**src/hdl/sha256_pkg.sv**
```systemverilog
`timescale 1ns / 1ps
`default_nettype none
package sha256_pkg;

    localparam int BlockBytes = 64;
    localparam int Rounds = 64;

    localparam logic [7:0] PadMarker = 8'h80;
    localparam logic [5:0] LengthStart = 6'd56;

    typedef struct packed {
        logic [7:0] byte_value;
        logic       byte_valid;
        logic       end_of_message;
    } in_word_t;

    typedef struct packed {
        logic [31:0] digest_word;
        logic [2:0]  word_index;
        logic        last_word;
    } out_word_t;

    // Controller to datapath.
    typedef struct packed {
        logic       buf_write;
        logic [5:0] buf_addr;
        logic [7:0] buf_data;
        logic       count_inc;
        logic       round_start;
        logic       round_step;
        logic       hash_update;
        logic       hash_reset;
        logic [5:0] round_idx;
        logic       load_len;
    } dp_cmd_t;

    function automatic logic [31:0] ror32(input logic [31:0] x, input int n);
        ror32 = (x >> n) | (x << (32 - n));
    endfunction

    function automatic logic [31:0] round_k(input logic [5:0] t);
        logic [31:0] k;
        case (t)
            6'd0: k = 32'h428a2f98;  6'd1: k = 32'h71374491;
            6'd2: k = 32'hb5c0fbcf;  6'd3: k = 32'he9b5dba5;
            6'd4: k = 32'h3956c25b;  6'd5: k = 32'h59f111f1;
            6'd6: k = 32'h923f82a4;  6'd7: k = 32'hab1c5ed5;
            6'd8: k = 32'hd807aa98;  6'd9: k = 32'h12835b01;
            6'd10: k = 32'h243185be; 6'd11: k = 32'h550c7dc3;
            6'd12: k = 32'h72be5d74; 6'd13: k = 32'h80deb1fe;
            6'd14: k = 32'h9bdc06a7; 6'd15: k = 32'hc19bf174;
            6'd16: k = 32'he49b69c1; 6'd17: k = 32'hefbe4786;
            6'd18: k = 32'h0fc19dc6; 6'd19: k = 32'h240ca1cc;
            6'd20: k = 32'h2de92c6f; 6'd21: k = 32'h4a7484aa;
            6'd22: k = 32'h5cb0a9dc; 6'd23: k = 32'h76f988da;
            6'd24: k = 32'h983e5152; 6'd25: k = 32'ha831c66d;
            6'd26: k = 32'hb00327c8; 6'd27: k = 32'hbf597fc7;
            6'd28: k = 32'hc6e00bf3; 6'd29: k = 32'hd5a79147;
            6'd30: k = 32'h06ca6351; 6'd31: k = 32'h14292967;
            6'd32: k = 32'h27b70a85; 6'd33: k = 32'h2e1b2138;
            6'd34: k = 32'h4d2c6dfc; 6'd35: k = 32'h53380d13;
            6'd36: k = 32'h650a7354; 6'd37: k = 32'h766a0abb;
            6'd38: k = 32'h81c2c92e; 6'd39: k = 32'h92722c85;
            6'd40: k = 32'ha2bfe8a1; 6'd41: k = 32'ha81a664b;
            6'd42: k = 32'hc24b8b70; 6'd43: k = 32'hc76c51a3;
            6'd44: k = 32'hd192e819; 6'd45: k = 32'hd6990624;
            6'd46: k = 32'hf40e3585; 6'd47: k = 32'h106aa070;
            6'd48: k = 32'h19a4c116; 6'd49: k = 32'h1e376c08;
            6'd50: k = 32'h2748774c; 6'd51: k = 32'h34b0bcb5;
            6'd52: k = 32'h391c0cb3; 6'd53: k = 32'h4ed8aa4a;
            6'd54: k = 32'h5b9cca4f; 6'd55: k = 32'h682e6ff3;
            6'd56: k = 32'h748f82ee; 6'd57: k = 32'h78a5636f;
            6'd58: k = 32'h84c87814; 6'd59: k = 32'h8cc70208;
            6'd60: k = 32'h90befffa; 6'd61: k = 32'ha4506ceb;
            6'd62: k = 32'hbef9a3f7; default: k = 32'hc67178f2;
        endcase
        round_k = k;
    endfunction

    function automatic logic [31:0] init_h(input logic [2:0] i);
        logic [31:0] h;
        case (i)
            3'd0: h = 32'h6a09e667; 3'd1: h = 32'hbb67ae85;
            3'd2: h = 32'h3c6ef372; 3'd3: h = 32'ha54ff53a;
            3'd4: h = 32'h510e527f; 3'd5: h = 32'h9b05688c;
            3'd6: h = 32'h1f83d9ab; default: h = 32'h5be0cd19;
        endcase
        init_h = h;
    endfunction

endpackage
`default_nettype wire

```
**src/hdl/sha256_stream_hasher.sv**
```systemverilog
`timescale 1ns / 1ps
`default_nettype none
// A byte word is taken while the hasher is idle; the 64th byte of a block holds
// input while the shared round unit runs 64 rounds plus load and add.
// The end of a message pads one byte per cycle and runs one or two blocks,
// then shows eight digest words, one per cycle unless stalled.
// Reset is asynchronous and active low; it restores the initial hash values.
module sha256_stream_hasher
    import sha256_pkg::*;
(
    input  wire logic      clk,
    input  wire logic      rst_n,
    input  wire in_word_t  in_data,
    input  wire logic      in_valid,
    output logic           in_stall,
    output out_word_t      out_data,
    output logic           out_valid,
    input  wire logic      out_stall
);

    dp_cmd_t     cmd;
    logic [2:0]  sel;
    logic [31:0] hash_word;

    sha256_control u_control (
        .clk       (clk),
        .rst_n     (rst_n),
        .in_data   (in_data),
        .in_valid  (in_valid),
        .in_stall  (in_stall),
        .out_valid (out_valid),
        .out_stall (out_stall),
        .out_sel   (sel),
        .cmd       (cmd)
    );

    sha256_datapath u_datapath (
        .clk      (clk),
        .rst_n    (rst_n),
        .cmd      (cmd),
        .out_sel  (sel),
        .hash_out (hash_word)
    );

    assign out_data.digest_word = hash_word;
    assign out_data.word_index  = sel;
    assign out_data.last_word   = (sel == 3'd7);

endmodule
`default_nettype wire

```
**src/hdl/sha256_datapath.sv**
```systemverilog
`timescale 1ns / 1ps
`default_nettype none
module sha256_datapath
    import sha256_pkg::*;
(
    input  wire logic        clk,
    input  wire logic        rst_n,
    input  wire dp_cmd_t     cmd,
    input  wire logic [2:0]  out_sel,
    output logic      [31:0] hash_out
);

    logic [31:0] buf_mem [0:15];
    logic [31:0] sched_reg [0:15];
    logic [31:0] hash_reg [0:7];
    logic [31:0] v_reg [0:7];
    logic [63:0] count_reg;
    logic [63:0] bits;
    logic [31:0] w_cur;
    logic [31:0] a15, a2, sg0, sg1, big0, big1, ch, maj, t1, t2;
    logic [3:0]  widx;

    assign bits = {count_reg[60:0], 3'b000};
    assign widx = cmd.round_idx[3:0];
    assign a15  = sched_reg[widx + 4'd1];
    assign a2   = sched_reg[widx + 4'd14];
    assign sg0  = ror32(a15, 7) ^ ror32(a15, 18) ^ (a15 >> 3);
    assign sg1  = ror32(a2, 17) ^ ror32(a2, 19) ^ (a2 >> 10);

    always_comb
    begin
        if (cmd.round_idx < 6'd16)
        begin
            w_cur = buf_mem[widx];
        end
        else
        begin
            w_cur = sched_reg[widx] + sg0 + sched_reg[widx + 4'd9] + sg1;
        end
    end

    assign big1 = ror32(v_reg[4], 6) ^ ror32(v_reg[4], 11) ^ ror32(v_reg[4], 25);
    assign ch   = (v_reg[4] & v_reg[5]) ^ (~v_reg[4] & v_reg[6]);
    assign t1   = v_reg[7] + big1 + ch + round_k(cmd.round_idx) + w_cur;
    assign big0 = ror32(v_reg[0], 2) ^ ror32(v_reg[0], 13) ^ ror32(v_reg[0], 22);
    assign maj  = (v_reg[0] & v_reg[1]) ^ (v_reg[0] & v_reg[2]) ^ (v_reg[1] & v_reg[2]);
    assign t2   = big0 + maj;

    assign hash_out = hash_reg[out_sel];

    always_ff @(posedge clk)
    begin
        if (cmd.buf_write)
        begin
            case (cmd.buf_addr[1:0])
                2'd0: buf_mem[cmd.buf_addr[5:2]][31:24] <= cmd.buf_data;
                2'd1: buf_mem[cmd.buf_addr[5:2]][23:16] <= cmd.buf_data;
                2'd2: buf_mem[cmd.buf_addr[5:2]][15:8] <= cmd.buf_data;
                default: buf_mem[cmd.buf_addr[5:2]][7:0] <= cmd.buf_data;
            endcase
        end
        else if (cmd.load_len)
        begin
            buf_mem[14] <= bits[63:32];
            buf_mem[15] <= bits[31:0];
        end
        if (cmd.round_step)
        begin
            sched_reg[widx] <= w_cur;
        end
    end

    always_ff @(posedge clk or negedge rst_n)
    begin
        if (!rst_n)
        begin
            count_reg <= '0;
            for (int i = 0; i < 8; i++)
            begin
                hash_reg[i] <= init_h(3'(i));
                v_reg[i] <= '0;
            end
        end
        else
        begin
            if (cmd.hash_reset)
            begin
                count_reg <= '0;
                for (int i = 0; i < 8; i++)
                begin
                    hash_reg[i] <= init_h(3'(i));
                end
            end
            else
            begin
                if (cmd.count_inc)
                begin
                    count_reg <= count_reg + 64'd1;
                end
                if (cmd.hash_update)
                begin
                    for (int i = 0; i < 8; i++)
                    begin
                        hash_reg[i] <= hash_reg[i] + v_reg[i];
                    end
                end
            end
            if (cmd.round_start)
            begin
                for (int i = 0; i < 8; i++)
                begin
                    v_reg[i] <= hash_reg[i];
                end
            end
            else if (cmd.round_step)
            begin
                v_reg[7] <= v_reg[6];
                v_reg[6] <= v_reg[5];
                v_reg[5] <= v_reg[4];
                v_reg[4] <= v_reg[3] + t1;
                v_reg[3] <= v_reg[2];
                v_reg[2] <= v_reg[1];
                v_reg[1] <= v_reg[0];
                v_reg[0] <= t1 + t2;
            end
        end
    end

endmodule
`default_nettype wire

```
**src/hdl/sha256_control.sv**
```systemverilog
`timescale 1ns / 1ps
`default_nettype none
module sha256_control
    import sha256_pkg::*;
(
    input  wire logic     clk,
    input  wire logic     rst_n,
    input  wire in_word_t in_data,
    input  wire logic     in_valid,
    output logic          in_stall,
    output logic          out_valid,
    input  wire logic     out_stall,
    output logic [2:0]    out_sel,
    output dp_cmd_t       cmd
);

    localparam logic [2:0] StIdle  = 3'd0;
    localparam logic [2:0] StInit  = 3'd1;
    localparam logic [2:0] StRound = 3'd2;
    localparam logic [2:0] StAdd   = 3'd3;
    localparam logic [2:0] StPad   = 3'd4;
    localparam logic [2:0] StOut   = 3'd5;

    logic [2:0] state_reg, state_next;
    logic [5:0] fill_reg, fill_next;
    logic [5:0] round_reg, round_next;
    logic [2:0] sel_reg, sel_next;
    logic       fin_reg, fin_next;
    logic       len_reg, len_next;
    logic       accept;

    assign in_stall  = (state_reg != StIdle);
    assign accept    = in_valid && !in_stall;
    assign out_valid = (state_reg == StOut);
    assign out_sel   = sel_reg;

    always_comb
    begin
        state_next = state_reg;
        fill_next  = fill_reg;
        round_next = round_reg;
        sel_next   = sel_reg;
        fin_next   = fin_reg;
        len_next   = len_reg;
        cmd        = '0;
        cmd.round_idx = round_reg;
        unique case (state_reg)
            StIdle:
            begin
                if (accept)
                begin
                    fin_next = in_data.end_of_message;
                    len_next = 1'b0;
                    if (in_data.byte_valid)
                    begin
                        cmd.buf_write = 1'b1;
                        cmd.buf_addr  = fill_reg;
                        cmd.buf_data  = in_data.byte_value;
                        cmd.count_inc = 1'b1;
                        fill_next     = fill_reg + 6'd1;
                        if (fill_reg == 6'd63)
                        begin
                            state_next = StInit;
                        end
                        else if (in_data.end_of_message)
                        begin
                            state_next = StPad;
                        end
                    end
                    else if (in_data.end_of_message)
                    begin
                        state_next = StPad;
                    end
                end
            end
            StPad:
            begin
                // Pad one byte per cycle; the length fields go in at once.
                cmd.buf_write = 1'b1;
                cmd.buf_addr  = fill_reg;
                cmd.buf_data  = (fill_reg != 6'd0 || !len_reg) && !len_reg ? PadMarker : 8'h00;
                if (len_reg)
                begin
                    cmd.buf_data = 8'h00;
                end
                fill_next = fill_reg + 6'd1;
                len_next  = 1'b1;
                if (fill_reg == 6'd63)
                begin
                    state_next = StInit;
                end
                else if (len_reg && fill_reg == LengthStart - 6'd1)
                begin
                    state_next = StInit;
                    fill_next  = LengthStart;
                end
                else if (!len_reg && fill_reg == LengthStart - 6'd1)
                begin
                    state_next = StInit;
                    fill_next  = LengthStart;
                end
            end
            StInit:
            begin
                if (fin_reg && len_reg && (fill_reg == LengthStart))
                begin
                    cmd.load_len = 1'b1;
                end
                cmd.round_start = 1'b1;
                round_next = '0;
                state_next = StRound;
            end
            StRound:
            begin
                cmd.round_step = 1'b1;
                round_next = round_reg + 6'd1;
                if (round_reg == 6'(Rounds - 1))
                begin
                    state_next = StAdd;
                end
            end
            StAdd:
            begin
                cmd.hash_update = 1'b1;
                if (fin_reg && len_reg && fill_reg == LengthStart)
                begin
                    state_next = StOut;
                    sel_next   = '0;
                    fill_next  = '0;
                end
                else if (fin_reg)
                begin
                    state_next = StPad;
                    fill_next  = '0;
                end
                else
                begin
                    state_next = StIdle;
                    fill_next  = '0;
                end
            end
            StOut:
            begin
                if (!out_stall)
                begin
                    sel_next = sel_reg + 3'd1;
                    if (sel_reg == 3'd7)
                    begin
                        cmd.hash_reset = 1'b1;
                        state_next = StIdle;
                        fin_next   = 1'b0;
                        len_next   = 1'b0;
                    end
                end
            end
            default:
            begin
                state_next = StIdle;
            end
        endcase
    end

    always_ff @(posedge clk or negedge rst_n)
    begin
        if (!rst_n)
        begin
            state_reg <= StIdle;
            fill_reg  <= '0;
            round_reg <= '0;
            sel_reg   <= '0;
            fin_reg   <= 1'b0;
            len_reg   <= 1'b0;
        end
        else
        begin
            state_reg <= state_next;
            fill_reg  <= fill_next;
            round_reg <= round_next;
            sel_reg   <= sel_next;
            fin_reg   <= fin_next;
            len_reg   <= len_next;
        end
    end

endmodule
`default_nettype wire

```
**config.mk**
```make
export PLATFORM = sky130hd
export DESIGN_NAME = sha256_stream_hasher
export DESIGN_NICKNAME = d
export VERILOG_FILES = /design/src/hdl/sha256_pkg.sv /design/src/hdl/sha256_stream_hasher.sv /design/src/hdl/sha256_datapath.sv /design/src/hdl/sha256_control.sv
export SDC_FILE = /design/constraint.sdc
export NUM_CORES = 2
export LEC_CHECK = 0
export ABC_AREA = 1
export BUFFER_PORTS_ARGS = -buffer_cell sky130_fd_sc_hd__buf_2
export CAP_MARGIN = 0
export CELL_PAD_IN_SITES_DETAIL_PLACEMENT = 2
export CELL_PAD_IN_SITES_GLOBAL_PLACEMENT = 2
export CORE_MARGIN = 4
export CORE_UTILIZATION = 35
export DETAILED_ROUTE_END_ITERATION = 8
export PLACE_DENSITY = 0.79
export SYNTH_ARGS = -nofsm -noshare
export SYNTH_HDL_FRONTEND = slang
export SYNTH_HIERARCHICAL = 1
export SYNTH_SLANG_ARGS = --single-unit
```
**constraint.sdc**
```tcl
create_clock -name clk -period 13.4 [get_ports clk]
set_clock_uncertainty 0.05 [all_clocks]
set_input_delay 2.68 -clock clk [delete_from_list [all_inputs] [get_ports clk]]
set_output_delay 2.68 -clock clk [all_outputs]
set_load 0.005 [all_outputs]
```
Word level (Yosys, flattened, before mapping)
Memory sizes are Yosys's and may differ from the RTL's.
Index checks and enable logic that the tools add are counted.

cells by class
  $add $sub $neg = 25
  order comparisons = 2
  equal/unequal tests = 19
  muxes and demuxes = 73
  bitwise operators = 28
  reductions and logical operators = 28

operators with widths
  kind                                                             count
  256-bit 2-to-1 mux                                               4
  32-bit adder                                                     18
  32-bit XOR                                                       9
  32-bit AND                                                       5
  32-bit 2-to-1 mux                                                4
  64-bit 2-to-1 mux                                                2
  32-bit binary-select mux with 3-bit select                       1
  64-bit by 1-bit adder with 64-bit output, second input constant  1
  3-bit 2-to-1 mux                                                 14
  16-bit 2-to-1 mux                                                2
  32-bit inverter                                                  1
  10-bit by 32-bit OR with 32-bit output                           1
  13-bit by 32-bit OR with 32-bit output                           1
  14-bit by 32-bit OR with 32-bit output                           1
  15-bit by 32-bit OR with 32-bit output                           1
  19-bit by 32-bit OR with 32-bit output                           1
  21-bit by 32-bit OR with 32-bit output                           1
  25-bit by 32-bit OR with 32-bit output                           1
  26-bit by 32-bit OR with 32-bit output                           1
  30-bit by 32-bit OR with 32-bit output                           1
  7-bit by 32-bit OR with 32-bit output                            1
  32-bit OR reduction                                              1
  32-bit by 22-bit XOR with 32-bit output                          1
  32-bit by 29-bit XOR with 32-bit output                          1
  39 further kinds                                                 101

storage, ports and cells
  register bits = 596
  bits in writable memories = 1024
  memory bits (read-only) = 2048
  input port bits = 14
  output and inout bits = 38
  memories kept = 3

memories
  memory                depth  bits a word  read ports  clocked after memory_dff  write ports  line                   text
  (name not given)      64     32           1           0                         0            sha256_pkg.sv:43       case (t)
  u_datapath.buf_mem    16     32           1           0                         2            sha256_datapath.sv:13  logic [31:0] buf_mem [0:15];
  u_datapath.sched_reg  16     32           4           0                         1            sha256_datapath.sv:14  logic [31:0] sched_reg [0:15];

Logic depth before layout (Yosys ltp)
An unclocked memory read counts as a cell.

  depth in word-level cells = 13
  depth in mapped cells = 68

Hierarchy
The synthesis kept the hierarchy.

by module, submodules not included
  module                times used  cells each  area each (sq um)  seq. area each (sq um)
  sha256_datapath       1           11621       101392.2           45228.4
  sha256_control        1           198         1311.3             500.5
  sha256_stream_hasher  1           3           13.8               0.0

Worst setup path after synthesis
OpenSTA, ideal clock, no wires.

  path type = register to register
  from = reg u_control.round_reg[1]
  to = reg u_datapath/v_reg[255] in the netlist's numbering
  arrival = 11.275 ns
  data required time = 13.229 ns
  setup slack = 1.953 ns
  stages on the path, launching flop included = 57
  path buffers = 9
  period minus slack after synthesis = 11.447 ns
  path through = dfrtp_1 > buf_2 > inv_2 > buf_2 > buf_2 > buf_1 > buf_2 > ha_1 > buf_2 > inv_2 > buf_4 > buf_4 > clkbuf_1 > o21ai_0 > o221ai_1 > o21ai_0 > mux2i_2 > xnor2_1 > [21 not listed] > a21boi_1 > o21ai_1 > a21oi_1 > o21ai_1 > a21oi_1 > o21ai_1 > xor2_1 > fa_1 > ha_1 > nand2_1 > nor3_1 > nor3b_1 > nand4_1 > nand2_1 > xor2_1 > nand3_1 > nand3_1 > nand2_1

between the ends
  word-level cells in the longest chain between the ends = 13
  elaborated cells on any way between the ends = 24

ends and longest elaborated chain
  element                                                                                                  line                    text
  from (decl)                                                                                              sha256_control.sv:26    logic [5:0] round_reg, round_next;
  from (signal assigned)                                                                                   sha256_control.sv:178   round_reg <= round_next;
  4-bit by 1-bit adder with 4-bit output                                                                   sha256_datapath.sv:25   assign a15 = sched_reg[widx + 4'd1];
  memory read 16 x 32 bit                                                                                  n/a
  25-bit by 32-bit OR with 32-bit output / 14-bit by 32-bit OR with 32-bit output (equally long branches)  sha256_pkg.sv:38        ror32 = (x >> n) | (x << (32 - n));
  32-bit XOR                                                                                               sha256_datapath.sv:27   assign sg0 = ror32(a15, 7) ^ ror32(a15, 18) ^ (a15 >> 3);
  32-bit by 29-bit XOR with 32-bit output                                                                  sha256_datapath.sv:27
  32-bit adder (3 in a row)                                                                                sha256_datapath.sv:38   w_cur = sched_reg[widx] + sg0 + sched_reg[widx + 4'd9] + sg1;
  32-bit 2-to-1 mux *                                                                                      sha256_datapath.sv:32   if (cmd.round_idx < 6'd16)
  net u_datapath.w_cur[2]                                                                                  sha256_datapath.sv:19   logic [31:0] w_cur;
  32-bit adder *                                                                                           sha256_datapath.sv:44   assign t1 = v_reg[7] + big1 + ch + round_k(cmd.round_idx) + w_cur;
  32-bit adder *                                                                                           sha256_datapath.sv:124  v_reg[0] <= t1 + t2;
  256-bit 2-to-1 mux *                                                                                     sha256_datapath.sv:115  else if (cmd.round_step)
  256-bit 2-to-1 mux *                                                                                     sha256_datapath.sv:108  if (cmd.round_start)
  to (signal, indexed assignment)                                                                          sha256_datapath.sv:112  v_reg[i] <= hash_reg[i];
  to (decl)                                                                                                sha256_datapath.sv:16   logic [31:0] v_reg [0:7];

Mark *: on every way through the listed nets, which the timed path passes. The rest lies on a longest branch. The select of a mux whose other input is x is not followed.
A chain may end at the register's enable or synchronous reset.

Final worst setup path
  from = reg u_control.round_reg[0]
  to = reg u_datapath/v_reg[255] in the netlist's numbering

Same word-level chain as after synthesis.

==> run_results.csv <==
group,metric,value,unit
timing,slew_viol_final,0,
logic_synthesis,ys_seq_elements,1617,
clocking,worstSkewPairLatency,960,ps
cells_and_area,nets,12300,
worst_setup_path,cp_max_fo,60,
floorplanning,die_area,302200,um^2
clocking,cts_made_buffers,202,
worst_setup_path,max_stage_delay,680,ps
floorplanning,core_area,291600,um^2
clocking,cts_hold_buf,0,
placement,dp_slack,84.52,ps
cells_and_area,fillers,32470,
grt,grt_pass1_wl,730.5,mm
grt,grt_pass1_vias,102600,
placement,portBuffers,51,
floorplanning,rows,198,
cells_and_area,syn_to_final_growth,11.12,%
logic_synthesis,yosysSeqAreaShare,44.52,%
route,final_antenna_net_count,0,
timing,fmax,0.07749,GHz
logic_synthesis,synth_cell_types,82,
status,status,"completed",
logic_synthesis,mappedNetlistArea,102700,um^2
logic_synthesis,synth_largest_area_cell,"edfxtp_1",
timing,hold_violations,0,
logic_synthesis,yosysWarnings,6,
run,drv_cap,0,
route,vias,96430,
cells_and_area,seqCellArea,45750,um^2
logic_synthesis,synthArstFlopShare,36.67,%
grt,gr-total-overflow,0,
clocking,cts_root_buf,"clkbuf_16",
timing,finalSetupViolCount,0,
logic_synthesis,synth_top_cell_area_share,29.85,%
floorplanning,die_h,549.7,um
clocking,tritoncts,"done",
route,routedWlPerCell,32.24,um
floorplanning,fp.dieW,549.7,um
route,firstDrtPassIters,9,
timing,final.setup.worst_slack,495.7,ps
worst_setup_path,arrival,13610,ps
logic_synthesis,synthCells,11820,
timing,finalCritPeriodShare,96.30,%
route,routed_wl,507.6,mm
route,drtIter0Drc,9259,
clocking,htree_num_levels,4,
worst_setup_path,worstPathRequired,14110,ps
worst_setup_path,crit_slowest_cell,"fa_1",
timing,hold_slack,449.1,ps
floorplanning,pin_count,52,
route,drt-vias-per-instance,6.125,
clocking,clockBufferDepth,4,
grt,antenna_found_initial,20,
logic_synthesis,ys.flop_type,"edfxtp_1",
cells_and_area,multi_input_area,49590,um^2
logic_synthesis,synth_nets,12450,
placement,hpwl,358.3,mm
timing,tightestPinTransition,1388,ps
worst_setup_path,critical_path_class,"flop to flop",
logic_synthesis,synth_edf_count,1021,
clocking,clock-sinks,1617,
placement,place_congestion,0.9812,
logic_synthesis,ys_top_cells_by_area,"edfxtp_1 (30%), dfrtp_1 (11%), nand2_1 (7.3%), o21ai_0 (6.0%), ha_1 (5.1%)",
grt,grt_start_max_net_pins,154,
timing,maxSlewHeadroom,7.485,%
worst_setup_path,cp-start-kind,"flop",
grt,track_usage,32.51,%
min_path,hold_class,"flop to flop",
cells_and_area,layout-drive-gt1-share,7.340,%
logic_synthesis,synth_area_per_cell,8.689,um^2
clocking,clk_pin_slew_worst_paths,70,ps
floorplanning,initial_core_util,35.23,%
route,drt_drc_violations_left,0,
timing,fin_crit,12900,ps
cells_and_area,utilization,39.14,%
worst_setup_path,worst_setup_path_end_kind,"flop",
timing repair:
action	4_1_cts	5_1_grt
gates resized for setup	2	44
pin swaps	0	1
buffers inserted	0	9
hold endpoints to repair	0	0
setup endpoints to repair	1	16
area by class of cell:
cell class,instances,share of cell area [%]
clock buffer,284,4.982
clock inverter,81,0.6204
antenna,5,0.01096
sequential,1617,40.08
timing repair buffer,274,1.934
tap,3900,4.275
multi-input combinational,8180,43.45
inverter,1403,4.651
per-layer routing:
metal  GRT usage [%]  vias to the layer above  share of wire [%]
li1                -                    40820                  -
met4           18.64                        8                6.9
met5               0                        -              0.010
met3           4.622                     1371                6.7
met2           53.01                     4134                 46
met1           41.26                    50100                 40
metrics by stage:
| step | instances | cell area [um^2] | TNS [ps] |
|---|---|---|---|
| CTS | 15730 | 113900 | 0 |
| floorplan | 11820 | 102700 | 0 |
| global route | 15740 | 114100 | -14.57 |
| finish | 15740 | 114100 | 0 |
| detailed placement | 15370 | 107500 | 0 |
| global placement | 15370 | 107500 | 0 |
cells by family after synthesis:
group / after synthesis / share of synthesized area [%]
AO/OA/AOI/OAI: 3581 / 20.40
AND/OR/NAND/NOR: 3441 / 13.77
buffers and inverters: 2025 / 7.661
flip-flops: 1617 / 44.52
adder cells (fa/ha/maj): 617 / 8.924
XOR/XNOR: 470 / 4.026
multiplexers: 71 / 0.7028
path summary, 6_finish.rpt:
kind,start,end,slack [ps],cells past startpoint
max,u_control/round_reg[0],u_datapath/v_reg[255],500,48
min,u_datapath/count_reg[33],u_datapath/count_reg[33],450,1
max reg2reg,u_control/round_reg[0],u_datapath/v_reg[255],500,48
min reg2reg,u_datapath/count_reg[33],u_datapath/count_reg[33],450,1
max in group asynchronous,rst_n,u_datapath/hash_reg[148],8960,4
min in group asynchronous,rst_n,u_datapath/count_reg[25],1670,1
worst max-delay path, delay by kind of cell (launching register included):
| kind | cells | cell delay (ps) |
|---|---|---|
| and+or+nand+nor | 19 | 3200 |
| adders and majority gates | 10 | 4660 |
| xor gates and xnor gates | 3 | 840 |
| DFF | 1 | 620 |
| AOI/OAI and AO/OA | 11 | 2530 |
| buffers and inverters | 5 | 660 |
Yosys cell counts (14+ instances only):
library cell / instances
o21ai_0: 1228
o211ai_1: 172
o21ai_1: 130
o21bai_1: 25
fa_1: 195
inv_1: 1383
buf_1: 60
a31oi_1: 108
or2_2: 19
clkbuf_1: 398
nand2_1: 1998
dfstp_2: 136
ha_1: 415
o21a_1: 41
a22oi_1: 348
a21oi_1: 1004
nand3_1: 408
mux2i_1: 68
a221oi_1: 36
a21o_1: 19
o31ai_1: 26
dfrtp_1: 457
buf_4: 14
edfxtp_1: 1021
xor2_1: 293
o221ai_1: 104
o22ai_1: 200
nor4_1: 28
nand4_1: 57
a211oi_1: 19
buf_2: 146
nor2_1: 750
inv_2: 16
nor3_1: 114
xnor2_1: 176
cells in the final DEF, fill, tap and decap left out, types with 41 or more instances in the layout:
cell | synthesis | final
dfstp_2 | 136 | 136
inv_1 | 1383 | 1371
a31oi_1 | 108 | 105
a22oi_1 | 348 | 347
edfxtp_1 | 1021 | 1021
nor2_1 | 750 | 717
o21ai_0 | 1228 | 1218
xor2_1 | 293 | 292
nand3_1 | 408 | 408
nand4_1 | 57 | 57
clkbuf_16 | 0 | 205
ha_1 | 415 | 411
xnor2_1 | 176 | 176
fa_1 | 195 | 195
clkbuf_1 | 398 | 53
o21a_1 | 41 | 41
a21oi_1 | 1004 | 1003
o21ai_1 | 130 | 131
o211ai_1 | 172 | 172
o221ai_1 | 104 | 104
mux2i_1 | 68 | 63
o22ai_1 | 200 | 199
dfrtp_1 | 457 | 450
buf_4 | 14 | 199
nand2_1 | 1998 | 1996
nor3_1 | 114 | 114
buf_2 | 146 | 50
Power is not shown: default switching activity piles up to over one toggle a cycle in this logic, so the estimate is an artifact.
